--- config.mk ---
export PLATFORM = sky130hd
export DESIGN_NAME = buffer_frame_lru_table_unit
export DESIGN_NICKNAME = d
export VERILOG_FILES = /design/src/hdl/bflru_pkg.sv /design/src/hdl/bflru_ram.sv /design/src/hdl/bflru_ctrl.sv /design/src/hdl/bflru_dp.sv /design/src/hdl/buffer_frame_lru_table_unit.sv
export SDC_FILE = /design/constraint.sdc
export NUM_CORES = 2
export LEC_CHECK = 0
export ABC_CLOCK_PERIOD_IN_PS = 9200
export BUFFER_PORTS_ARGS = -buffer_cell sky130_fd_sc_hd__clkbuf_2
export CAP_MARGIN = 20
export CORE_UTILIZATION = 40
export CTS_CLUSTER_DIAMETER = 80
export DETAILED_ROUTE_END_ITERATION = 10
export MAX_ROUTING_LAYER = met4
export SYNTH_ARGS = -nofsm -noshare
export SYNTH_HDL_FRONTEND = slang
export SYNTH_SLANG_ARGS = --single-unit
--- constraint.sdc ---
create_clock -name i_clk -period 9.2 [get_ports i_clk]
set_input_delay 0.92 -clock i_clk [delete_from_list [all_inputs] [get_ports i_clk]]
set_output_delay 0.92 -clock i_clk [all_outputs]
set_load 0.05 [all_outputs]
--- src/hdl/bflru_pkg.sv ---
// bflru_pkg: shared types and constants for the buffer frame lru table
// used by the controller, the datapath and the top level; no dependencies
`timescale 1ns / 1ps
`default_nettype none

package bflru_pkg;

    // fixed field widths
    localparam int FRAME_W = 8;
    localparam int PAGE_W  = 31;
    localparam int STAMP_W = 32;
    // table entry layout: {valid, page, stamp}
    localparam int ENTRY_W = 1 + PAGE_W + STAMP_W;

    localparam logic [STAMP_W-1:0] STAMP_MAX = '1;

    // action codes
    localparam logic [1:0] ACT_LOAD    = 2'd0;
    localparam logic [1:0] ACT_ACCESS  = 2'd1;
    localparam logic [1:0] ACT_RELEASE = 2'd2;

    // controller states
    typedef enum logic [2:0] {
        S_IDLE,
        S_READ,
        S_UPDATE,
        S_SCAN,
        S_DRAIN,
        S_DONE
    } t_state;

    // controller to datapath commands
    typedef struct packed {
        logic capture;
        logic rd_entry;
        logic update;
        logic scan_step;
    } t_dp_cmd;

    // datapath to controller status
    typedef struct packed {
        logic scan_last;
    } t_dp_stat;

endpackage

`default_nettype wire

--- src/hdl/bflru_ram.sv ---
// bflru_ram: generic simple dual-port ram, one write and one registered read port
// no dependencies
`timescale 1ns / 1ps
`default_nettype none

module bflru_ram #(
    parameter int WIDTH = 64,
    parameter int DEPTH = 16,
    parameter int AW    = 4
) (
    input  wire logic             i_clk,
    input  wire logic             i_wr_en,
    input  wire logic [AW-1:0]    i_wr_addr,
    input  wire logic [WIDTH-1:0] i_wr_data,
    input  wire logic             i_rd_en,
    input  wire logic [AW-1:0]    i_rd_addr,
    output logic      [WIDTH-1:0] o_rd_data
);

    logic [WIDTH-1:0] r_mem [DEPTH];
    logic [WIDTH-1:0] r_rd_data;

    // write port
    always_ff @(posedge i_clk) begin
        if (i_wr_en) begin
            r_mem[i_wr_addr] <= i_wr_data;
        end
    end

    // registered read port
    always_ff @(posedge i_clk) begin
        if (i_rd_en) begin
            r_rd_data <= r_mem[i_rd_addr];
        end
    end

    assign o_rd_data = r_rd_data;

endmodule

`default_nettype wire

--- src/hdl/bflru_ctrl.sv ---
// bflru_ctrl: sequencing state machine for one request
// depends on bflru_pkg
`timescale 1ns / 1ps
`default_nettype none

module bflru_ctrl (
    input  wire logic               i_clk,
    input  wire logic               i_rst_n,
    input  wire logic               start,
    input  wire bflru_pkg::t_dp_stat i_stat,
    output bflru_pkg::t_dp_cmd      o_cmd,
    output logic                    busy,
    output logic                    o_valid
);

    bflru_pkg::t_state r_state;
    bflru_pkg::t_state n_state;

    // state register
    always_ff @(posedge i_clk) begin
        if (!i_rst_n) begin
            r_state <= bflru_pkg::S_IDLE;
        end else begin
            r_state <= n_state;
        end
    end

    // next state
    always_comb begin
        n_state = r_state;
        unique case (r_state)
            bflru_pkg::S_IDLE:   if (start) n_state = bflru_pkg::S_READ;
            bflru_pkg::S_READ:   n_state = bflru_pkg::S_UPDATE;
            bflru_pkg::S_UPDATE: n_state = bflru_pkg::S_SCAN;
            bflru_pkg::S_SCAN:   if (i_stat.scan_last) n_state = bflru_pkg::S_DRAIN;
            bflru_pkg::S_DRAIN:  n_state = bflru_pkg::S_DONE;
            bflru_pkg::S_DONE:   n_state = bflru_pkg::S_IDLE;
            default:             n_state = bflru_pkg::S_IDLE;
        endcase
    end

    // outputs
    always_comb begin
        o_cmd   = '0;
        busy    = 1'b1;
        o_valid = 1'b0;
        unique case (r_state)
            bflru_pkg::S_IDLE: begin
                busy          = 1'b0;
                o_cmd.capture = start;
            end
            bflru_pkg::S_READ:   o_cmd.rd_entry  = 1'b1;
            bflru_pkg::S_UPDATE: o_cmd.update    = 1'b1;
            bflru_pkg::S_SCAN:   o_cmd.scan_step = 1'b1;
            bflru_pkg::S_DRAIN:  o_cmd           = '0;
            bflru_pkg::S_DONE:   o_valid         = 1'b1;
            default:             o_cmd           = '0;
        endcase
    end

endmodule

`default_nettype wire

--- src/hdl/bflru_dp.sv ---
// bflru_dp: frame table storage, update logic and sequential victim search
// depends on bflru_pkg and bflru_ram
`timescale 1ns / 1ps
`default_nettype none

module bflru_dp #(
    parameter int NUM_FRAMES = 16,
    parameter int AW         = 4,
    parameter int CW         = 5
) (
    input  wire logic                              i_clk,
    input  wire logic                              i_rst_n,
    input  wire bflru_pkg::t_dp_cmd                i_cmd,
    output bflru_pkg::t_dp_stat                    o_stat,
    input  wire logic [1:0]                        i_action,
    input  wire logic [bflru_pkg::FRAME_W-1:0]     i_frame_index,
    input  wire logic [bflru_pkg::PAGE_W-1:0]      i_page_id,
    output logic      [bflru_pkg::PAGE_W-1:0]      o_page_out,
    output logic                                   o_page_valid,
    output logic      [bflru_pkg::STAMP_W-1:0]     o_frame_stamp,
    output logic                                   o_range_error,
    output logic      [bflru_pkg::FRAME_W-1:0]     o_victim_index,
    output logic                                   o_victim_found,
    output logic      [bflru_pkg::STAMP_W-1:0]     o_oldest_stamp
);

    localparam int PW = bflru_pkg::PAGE_W;
    localparam int SW = bflru_pkg::STAMP_W;
    localparam int EW = bflru_pkg::ENTRY_W;

    // captured request
    logic [1:0]    r_action;
    logic [AW-1:0] r_frame;
    logic [PW-1:0] r_page;
    logic          r_in_range;

    // global use clock and per-frame written marks (unwritten reads as zero)
    logic [SW-1:0]         r_clock;
    logic [NUM_FRAMES-1:0] r_written;
    logic                  r_ent_wr;

    // scan state
    logic [CW-1:0] r_scan_addr;
    logic          r_pend;
    logic [AW-1:0] r_pend_idx;
    logic          r_pend_wr;
    logic          r_first;
    logic [AW-1:0] r_best_idx;
    logic [SW-1:0] r_best_stamp;

    // result registers
    logic [PW-1:0] r_res_page;
    logic          r_res_valid;
    logic [SW-1:0] r_res_stamp;
    logic          r_res_err;

    // ram ports
    logic          ram_wr_en;
    logic [EW-1:0] ram_wr_data;
    logic          ram_rd_en;
    logic [AW-1:0] ram_rd_addr;
    logic [EW-1:0] ram_rd_data;

    // update logic
    logic          old_valid;
    logic [PW-1:0] old_page;
    logic [SW-1:0] old_stamp;
    logic [SW-1:0] clk_inc;
    logic          new_valid;
    logic [PW-1:0] new_page;
    logic [SW-1:0] new_stamp;
    logic [SW-1:0] n_clock;
    logic          do_write;
    logic [SW-1:0] pend_stamp;

    bflru_ram #(
        .WIDTH (EW),
        .DEPTH (NUM_FRAMES),
        .AW    (AW)
    ) u_ram (
        .i_clk     (i_clk),
        .i_wr_en   (ram_wr_en),
        .i_wr_addr (r_frame),
        .i_wr_data (ram_wr_data),
        .i_rd_en   (ram_rd_en),
        .i_rd_addr (ram_rd_addr),
        .o_rd_data (ram_rd_data)
    );

    // read address: addressed frame first, then the scan sweep
    assign ram_rd_en   = i_cmd.rd_entry | i_cmd.scan_step;
    assign ram_rd_addr = i_cmd.rd_entry ? r_frame : r_scan_addr[AW-1:0];

    // current entry of the addressed frame
    assign old_valid = r_ent_wr & ram_rd_data[EW-1];
    assign old_page  = r_ent_wr ? ram_rd_data[EW-2 -: PW] : '0;
    assign old_stamp = r_ent_wr ? ram_rd_data[SW-1:0] : '0;
    assign clk_inc   = (r_clock == bflru_pkg::STAMP_MAX) ? r_clock : r_clock + SW'(1);

    // new entry and clock per action
    always_comb begin
        new_valid = old_valid;
        new_page  = old_page;
        new_stamp = old_stamp;
        n_clock   = r_clock;
        do_write  = 1'b0;
        unique case (r_action)
            bflru_pkg::ACT_LOAD: begin
                new_valid = 1'b1;
                new_page  = r_page;
                new_stamp = clk_inc;
                n_clock   = clk_inc;
                do_write  = 1'b1;
            end
            bflru_pkg::ACT_ACCESS: begin
                new_stamp = clk_inc;
                n_clock   = clk_inc;
                do_write  = 1'b1;
            end
            bflru_pkg::ACT_RELEASE: begin
                new_valid = 1'b0;
                new_page  = '0;
                new_stamp = '0;
                do_write  = 1'b1;
            end
            default: do_write = 1'b0;
        endcase
    end

    assign ram_wr_en   = i_cmd.update & r_in_range & do_write;
    assign ram_wr_data = {new_valid, new_page, new_stamp};

    // request capture
    always_ff @(posedge i_clk) begin
        if (i_cmd.capture) begin
            r_action   <= i_action;
            r_frame    <= i_frame_index[AW-1:0];
            r_page     <= i_page_id;
            r_in_range <= {1'b0, i_frame_index} < (bflru_pkg::FRAME_W+1)'(NUM_FRAMES);
        end
    end

    // clock and written marks
    always_ff @(posedge i_clk) begin
        if (!i_rst_n) begin
            r_clock   <= '0;
            r_written <= '0;
        end else if (i_cmd.update && r_in_range) begin
            r_clock <= n_clock;
            if (do_write) begin
                r_written[r_frame] <= 1'b1;
            end
        end
    end

    // addressed entry result
    always_ff @(posedge i_clk) begin
        if (i_cmd.rd_entry) begin
            r_ent_wr <= r_written[r_frame];
        end
        if (i_cmd.update) begin
            r_res_err   <= ~r_in_range;
            r_res_valid <= r_in_range & new_valid;
            r_res_page  <= r_in_range ? new_page : '0;
            r_res_stamp <= r_in_range ? new_stamp : '0;
        end
    end

    // scan address counter
    always_ff @(posedge i_clk) begin
        if (i_cmd.update) begin
            r_scan_addr <= '0;
        end else if (i_cmd.scan_step) begin
            r_scan_addr <= r_scan_addr + CW'(1);
        end
    end

    assign o_stat.scan_last = (r_scan_addr == CW'(NUM_FRAMES - 1));

    // read pending marker, registered from the scan step so it trails the scan address
    always_ff @(posedge i_clk) begin
        if (!i_rst_n) begin
            r_pend <= 1'b0;
        end else begin
            r_pend <= i_cmd.scan_step;
        end
    end

    always_ff @(posedge i_clk) begin
        if (i_cmd.scan_step) begin
            r_pend_idx <= r_scan_addr[AW-1:0];
            r_pend_wr  <= r_written[r_scan_addr[AW-1:0]];
        end
    end

    assign pend_stamp = r_pend_wr ? ram_rd_data[SW-1:0] : '0;

    // running minimum, strict compare keeps the lowest index on ties
    always_ff @(posedge i_clk) begin
        if (i_cmd.update) begin
            r_first <= 1'b1;
        end else if (r_pend) begin
            r_first <= 1'b0;
            if (r_first || (pend_stamp < r_best_stamp)) begin
                r_best_idx   <= r_pend_idx;
                r_best_stamp <= pend_stamp;
            end
        end
    end

    assign o_page_out     = r_res_page;
    assign o_page_valid   = r_res_valid;
    assign o_frame_stamp  = r_res_stamp;
    assign o_range_error  = r_res_err;
    assign o_victim_index = bflru_pkg::FRAME_W'(r_best_idx);
    assign o_victim_found = 1'b1;
    assign o_oldest_stamp = r_best_stamp;

endmodule

`default_nettype wire

--- src/hdl/buffer_frame_lru_table_unit.sv ---
// buffer_frame_lru_table_unit: top level of the lru buffer frame table
// depends on bflru_pkg, bflru_ctrl, bflru_dp and bflru_ram
`timescale 1ns / 1ps
`default_nettype none

// A request is taken when start is high while busy is low. The addressed
// frame is read and then updated, then the victim search reads every frame
// stamp from the table ram, one per cycle, followed by a drain state. Busy
// stays high until the result has been shown, so a new request is taken
// only after the previous one has finished. The result is shown for exactly
// one cycle with o_valid high; the receiver cannot stall it and must take it
// in that cycle. The table holds no per-frame reset sweep: frames never
// written read as empty with stamp zero right after reset.

module buffer_frame_lru_table_unit #(
    parameter int NUM_FRAMES = 16
) (
    input  wire logic        i_clk,
    input  wire logic        i_rst_n,
    input  wire logic        start,
    output logic             busy,
    input  wire logic [1:0]  i_action,
    input  wire logic [7:0]  i_frame_index,
    input  wire logic [30:0] i_page_id,
    output logic             o_valid,
    output logic [30:0]      o_page_out,
    output logic             o_page_valid,
    output logic [31:0]      o_frame_stamp,
    output logic             o_range_error,
    output logic [7:0]       o_victim_index,
    output logic             o_victim_found,
    output logic [31:0]      o_oldest_stamp
);

    localparam int AW = (NUM_FRAMES > 1) ? $clog2(NUM_FRAMES) : 1;
    localparam int CW = AW + 1;

    bflru_pkg::t_dp_cmd  cmd;
    bflru_pkg::t_dp_stat stat;

    // sequencer
    bflru_ctrl u_ctrl (
        .i_clk   (i_clk),
        .i_rst_n (i_rst_n),
        .start   (start),
        .i_stat  (stat),
        .o_cmd   (cmd),
        .busy    (busy),
        .o_valid (o_valid)
    );

    // table and search datapath
    bflru_dp #(
        .NUM_FRAMES (NUM_FRAMES),
        .AW         (AW),
        .CW         (CW)
    ) u_dp (
        .i_clk          (i_clk),
        .i_rst_n        (i_rst_n),
        .i_cmd          (cmd),
        .o_stat         (stat),
        .i_action       (i_action),
        .i_frame_index  (i_frame_index),
        .i_page_id      (i_page_id),
        .o_page_out     (o_page_out),
        .o_page_valid   (o_page_valid),
        .o_frame_stamp  (o_frame_stamp),
        .o_range_error  (o_range_error),
        .o_victim_index (o_victim_index),
        .o_victim_found (o_victim_found),
        .o_oldest_stamp (o_oldest_stamp)
    );

endmodule

`default_nettype wire

# Word-level counts from Yosys, hierarchy flattened
# Memory sizes are Yosys's and may differ from the RTL's. A register that Yosys moved wholly into a read port is not among the register bits.
# Cells that the tools add are included.
[op_classes]
n_addsub = 2
n_lt_le_gt_ge = 5
eq_ne = 11
muxes = 26
bitwise_logic = 8
reduce_logical = 11
[op_table]
columns = ["op", "n"]
rows = [
  ["2-to-1 mux 32 bit", 3],
  ["case mux 32 bit (2 select lines)", 1],
  ["case mux 31 bit (2 select lines)", 1],
  ["adder 32 x 1 -> 32 bit (second input constant)", 1],
  ["equality test 32 bit (second input constant)", 1],
  ["less-than comparator 32 bit", 1],
  ["2-to-1 mux 31 bit", 1],
  ["bitwise OR 16 bit", 1],
  ["case mux 3 bit (5 select lines)", 1],
  ["2-to-1 mux 1 bit", 12],
  ["less-than comparator 4 x 5 -> 1 bit (second input constant)", 2],
  ["binary-select mux 1 bit (select 4 bit)", 2],
  ["less-than comparator 8 x 5 -> 1 bit (second input constant)", 1],
  ["equality test 3 x 2 -> 1 bit (second input constant)", 2],
  ["equality test 3 bit (second input constant)", 2],
  ["2-to-1 mux 3 bit", 2],
  ["AND reduction 2 bit", 3],
  ["adder 5 x 1 -> 5 bit (second input constant)", 1],
  ["equality test 5 x 4 -> 1 bit (second input constant)", 1],
  ["AND 1 bit", 4],
  ["demux 1 bit (select 4 bit)", 1],
  ["greater-or-equal comparator 4 x 1 -> 1 bit (second input constant)", 1],
  ["2-to-1 mux 4 bit", 1],
  ["inequality test 2 bit (second input constant)", 2],
  ["other kinds (13)", 15],
]
[word_totals]
register_bits = 203
ramBits = 1024
input_bits = 44
n_memories = 1
[memory_table]
columns = ["name", "depth", "word_bits", "read_ports", "rd_clocked_by_memory_dff", "wr", "line", "source"]
rows = [
  ["u_dp.u_ram.r_mem", 16, 64, 1, 1, 1, "bflru_ram.sv:20", "logic [WIDTH-1:0] r_mem [DEPTH];"],
]

# Longest topological paths before layout
[logic_depth]
ltp_word = 6
mapped_depth = 11
ltp_nobuf = 8

# Cells and area by module
# A second synthesis with hierarchy kept.
[unflattened]
cells_unflattened = 2627
hier_area_um2 = 50821.2
[modules_own_cells]
columns = ["mod", "instances", "cells_per_inst", "area_each_um2", "seq_area_each_um2"]
rows = [
  ["bflru_ram", 1, 1647, 40222.3, 32671.3],
  ["bflru_dp", 1, 956, 10420.0, 5455.2],
  ["bflru_ctrl", 1, 24, 178.9, 60.1],
]

# Worst setup path before layout
# Ideal clock, no wire load.
[synth_timing]
path_type = "reg-to-reg"
startpoint = "register u_ctrl.r_state[2]"
endpoint = "memory u_dp.u_ram.r_mem[0][0], enable pin"
t_arrival_ps = 6178
required_time_ps = 8632
setup_slack_ps = 2455
stages_incl_launch_ff = 6
n_path_buf = 1
cell_sequence = "dfxtp_1 clkbuf_1 nand2b_1 a2111oi_0 or3b_2 nor3_1"
[synth_between]
elab_chain_cells = 6
[synth_lines]
columns = ["item", "line", "source"]
rows = [
  ["start, declared", "bflru_ctrl.sv:16", "bflru_pkg::t_state r_state;"],
  ["start signal, assigned", "bflru_ctrl.sv:22", "r_state <= bflru_pkg::S_IDLE;"],
  ["start signal, assigned", "bflru_ctrl.sv:24", "r_state <= n_state;"],
  ["equality test 3 x 2 -> 1 bit", "bflru_ctrl.sv:47", "unique case (r_state)"],
  ["2-to-1 mux 1 bit", "bflru_ctrl.sv:47", ""],
  ["AND 1 bit (2 in a row)", "bflru_dp.sv:130", "assign ram_wr_en = i_cmd.update & r_in_range & do_write;"],
  ["2-to-1 mux 1 bit", "bflru_ram.sv:25", "if (i_wr_en) begin"],
  ["2-to-1 mux 1 bit (not written as such)", "bflru_ram.sv:26", "r_mem[i_wr_addr] <= i_wr_data;"],
  ["end, declared", "bflru_ram.sv:20", ""],
]
# No other way between the ends.

# Worst setup path after layout
[layout_timing]
startpoint = "register u_ctrl.r_state[0]"
endpoint = "register u_dp.u_ram.r_rd_data[19] (netlist: u_dp.u_ram.o_rd_data[19]) (read register of u_dp.u_ram.r_mem) (data pin)"
[layout_between]
elab_chain_cells = 3
word_cells_on_any_way = 6
[layout_lines]
columns = ["item", "line", "source"]
rows = [
  ["equality test 3 x 1 -> 1 bit or equality test 3 x 2 -> 1 bit (tied branches)", "bflru_ctrl.sv:47", ""],
  ["2-to-1 mux 1 bit", "bflru_ctrl.sv:47", ""],
  ["2-to-1 mux 4 bit or bitwise OR 1 bit (tied branches)", "bflru_dp.sv:92, bflru_dp.sv:91", ""],
  ["end, declared", "bflru_ram.sv:21", "logic [WIDTH-1:0] r_rd_data;"],
]
# Several ways; a longest one is shown, not always the timed one.
# A chain may end at the register's enable or synchronous reset.

==> key figures <==
Clock tree
  – Latest clock arrival within the worst-skew pair: about 740 ps
  – Clk buf depth: 3
  – Number of clock buffers inserted by TritonCTS: 136
  – CTS tree: done
  – # clock sinks: between 1k and 1.5k
  – Resized cells post-CTS: 0
  – Clock H-tree levels: 4
  – Root buffer cell: sky130_fd_sc_hd__clkbuf_16
  – Quantity of hold-fixing buffers added after cts: 0
  – Total setup buffers inserted after CTS: 0
  – Reg clk slew, reported paths: about 60 ps

Detailed routing
  – Detail-routed net length per standard cell: between 20 and 25 µm
  – Violation count after the first detailed-routing iteration: ~2.9k
  – First drt pass iteration count: 8
  – Post-detailed-route count of antenna-violating nets: 0
  – Detailed Route WL: approximately 130,000 µm
  – Via density per instance: roughly 5.5
  – DRC viols: 0
  – Vias: about 31k

Synth
  – Syn Std Cell Area: ~52,000 µm²
  – Dominant synthesized flop cell: sky130_fd_sc_hd__edfxtp_1
  – Number of different library cells in the post-synthesis netlist: just under 60
  – Seq cells post-synth: between 1k and 1.5k
  – Post-synthesis cell count: ~3.8k
  – Count of flip-flops with a built-in enable after synthesis: between 1k and 1.5k
  – Number of warnings issued by yosys: 0
  – Top cells by area in the synthesized netlist: sky130_fd_sc_hd__edfxtp_1 (72%), sky130_fd_sc_hd__nand2_1 (7.1%), sky130_fd_sc_hd__nand3_1 (3.9%), sky130_fd_sc_hd__mux2i_1 (3.8%), sky130_fd_sc_hd__dfxtp_1 (2.2%)
  – Async set-reset flop share out of synthesis: 0%
  – Yosys top cell area share: between 70% and 80%
  – Proportion of synthesized chip area in sequential cells: ~74%
  – Per-instance average area after synthesis: roughly 14 µm²
  – Cell taking the most area after synthesis: sky130_fd_sc_hd__edfxtp_1

Power
  – Peak supply drop: ~140 µV
  – Power density over the cells: ~230 nW/µm²
  – Total design power: around 14 mW
  – Static Leak: around 21 nW

Final layout
  – Proportion of layout cells with a drive suffix above 1: 11.6%
  – Synthesis-to-layout area growth: 13.8%
  – NumNets Final: around 4.0k
  – Number of filler instances in the final layout: roughly 11k

Job
  – Max-cap check violation count: 0

Setup path
  – Kind of critical path: register to register
  – Reg-to-reg setup timing slack: 4550 ps
  – Reg2Reg Depth: 7
  – Critical path peak fanout: roughly 130
  – Sort of element at the start of the critical path: register
  – Worst endpoint data arrival time: between 5000 and 6000 ps
  – Crit path required time: 9720 ps
  – CP endpoint kind: register

Status
  – Status: finished clean

Die
  – Die outline width: around 360 µm
  – Overall die height: between 300 and 400 µm
  – Core Area: ~130,000 µm²
  – Effective utilization at floorplan: a little over 40%
  – Row Count: approximately 130
  – Full die area: 131,000 µm²
  – IO Count: 152

Min path
  – Hold Path Class: input port to register
  – Hold path depth: 1

STA
  – Worst slew pin tran: 1190 ps
  – Number of hold-slack violations in the final timing report: 0
  – Maximum clock skew at final layout: between 30 and 40 ps
  – Final number of setup-violating endpoints: 0
  – Worst-case headroom to the max-slew limit: around a fifth
  – Min Tclk post-route: roughly 4600 ps
  – RSZ-0062 raised after global routing: false
  – Setup_tns: 0 ps
  – Max Transition Viols Final: 0
  – Post-route fraction of the period consumed by the critical path: 50.5%
  – Upper clock frequency limit: 215 MHz

Placement
  – Number of buffers added on ports: around 150
  – Dpl hpwl: about 67,000 µm
  – Global placer's final weighted congestion: ~0.84

Global route
  – Number of global-route vias before repair: around 30k
  – Maximum number of pins on one net before global-route repair: about 160
  – Initial antenna violation count: 2
  – Global-route wire length before repair: 195,000 µm
  – GR Overflow Total: 0
  – Global-route usage over all layers: between 20% and 30%
sequential cells by signal, indices dropped and copies added, names as in the netlist:
register / flops
u_dp.o_oldest_stamp: 32
u_dp.o_frame_stamp: 32
u_dp.r_first: 1
u_dp.u_ram.r_mem: 1024
u_dp.r_action: 2
u_dp.r_in_range: 1
u_dp.o_page_valid: 1
u_dp.u_ram.o_rd_data: 64
u_dp.r_ent_wr: 1
u_dp.r_pend_wr: 1
u_dp.r_frame: 4
u_dp.o_page_out: 31
u_dp.r_best_idx: 4
u_ctrl.r_state: 3
u_dp.r_page: 31
u_dp.r_pend_idx: 4
u_dp.o_range_error: 1
u_dp.r_scan_addr: 5
u_dp.r_pend: 1
u_dp.r_written: 16
u_dp.r_clock: 32
worst paths after layout:
path	from	to
min reg2reg	u_dp.r_pend_idx[2]	u_dp.r_best_idx[2]
max	u_ctrl.r_state[0]	u_dp.u_ram.o_rd_data[19]
max reg2reg	u_ctrl.r_state[0]	u_dp.u_ram.o_rd_data[19]
min	i_page_id[19]	u_dp.r_page[19]
metrics by stage:
step	setup WS [ps]	cells	util, %	hold WS [ps]	cell area [µm²]
2_1_floorplan	2450	3777	-	400	51700
3_3_place_gp	4560	5429	42.6	404	54500
3_5_place_dp	4650	5433	42.7	405	54600
4_1_cts	4650	5675	46.0	297	58800
5_1_grt	4280	5681	46.0	305	58800
6_report	4550	5682	46.0	344	58800
logic make-up after synthesis:
group / share of synthesized area [%]
multiplexers: 4.36
flip-flops: 73.8
AO/OA/AOI/OAI: 4.55
buffers and inverters: 2.08
XOR/XNOR: 0.660
AND/OR/NAND/NOR: 13.7
adder cells (fa/ha/maj): 0.823
other: 0.0145
cells in the mapped netlist, types with 7 or more instances:
library cell               number
sky130_fd_sc_hd__a21oi_1       21
sky130_fd_sc_hd__nand3_1      401
sky130_fd_sc_hd__dfxtp_1       58
sky130_fd_sc_hd__xnor2_1       24
sky130_fd_sc_hd__mux4_2        10
sky130_fd_sc_hd__buf_2         22
sky130_fd_sc_hd__a32oi_1       70
sky130_fd_sc_hd__and3_1        12
sky130_fd_sc_hd__o21ai_0       57
sky130_fd_sc_hd__a21boi_0       8
sky130_fd_sc_hd__xor2_1        15
sky130_fd_sc_hd__buf_1         12
sky130_fd_sc_hd__edfxtp_1    1233
sky130_fd_sc_hd__a22o_1        34
sky130_fd_sc_hd__nand2_1      980
sky130_fd_sc_hd__o21a_1        16
sky130_fd_sc_hd__o221ai_1      64
sky130_fd_sc_hd__nor2_1        36
sky130_fd_sc_hd__nor3_1        21
sky130_fd_sc_hd__inv_1         39
sky130_fd_sc_hd__nand4_1       13
sky130_fd_sc_hd__ha_1          34
sky130_fd_sc_hd__clkbuf_1     193
sky130_fd_sc_hd__mux2i_1      197
sky130_fd_sc_hd__and2_1        99
sky130_fd_sc_hd__nor4_1         7
sky130_fd_sc_hd__or3_1         12
layout make-up:
| type | count | area, µm² | share of cell area [%] |
|---|---|---|---|
| multi-input cells | 2213 | 12700 | 21.7 |
| inverters | 40 | 150 | 0.255 |
| repair buffers | 232 | 1460 | 2.49 |
| clock buffers | 181 | 3680 | 6.25 |
| diodes | 2 | 5.00 | 0.00851 |
| well taps | 1662 | 2080 | 3.53 |
| flip-flops and latches | 1291 | 38200 | 64.9 |
| clock inverters | 61 | 532 | 0.904 |
critical path, cell delays in order, from the launching register on:
cell and delay (ps):
sky130_fd_sc_hd__dfxtp_1 720, sky130_fd_sc_hd__nor3b_2 920, sky130_fd_sc_hd__mux2_8 930, sky130_fd_sc_hd__buf_4 940, sky130_fd_sc_hd__nand2_1 160, sky130_fd_sc_hd__nand3_1 130
sky130_fd_sc_hd__nand2_1 60, sky130_fd_sc_hd__o221ai_1 280
layout by cell type, fill, tap and decap left out, drive strengths merged, types with 5 or more instances in the layout:
cell type     n
nand2b        6
mux2          5
dfxtp        58
a21oi        21
buf          86
o21ai        63
xnor2        24
mux2i       197
nand4        13
conb          5
a22o         34
inv          45
and3         12
and2         99
nand3       402
or3          12
nor2b         6
a32oi        70
edfxtp     1233
o311ai        5
nor3         25
o221ai       64
nor2         36
mux4         10
xor2         15
nor4          8
a21boi        9
a21o          6
o21a         16
ha           34
nand2       980
clkbuf      327
clkinv       49
power breakdown:
| part | total (mW) | internal (mW) | switching [mW] |
|---|---|---|---|
| combinational | 1.71 | 0.513 | 1.20 |
| clock | 5.21 | 2.95 | 2.27 |
| sequential | 6.68 | 6.60 | 0.0799 |
layer usage:
layer,share of wire (%),wire (µm),GRT usage [%]
met5,0,0,-
met4,2.0,2640,5.39
met3,7.0,9150,3.45
met2,46,60700,31.2
met1,45,58900,28.6
No activity file was read; power rests on OpenSTA's default activity.
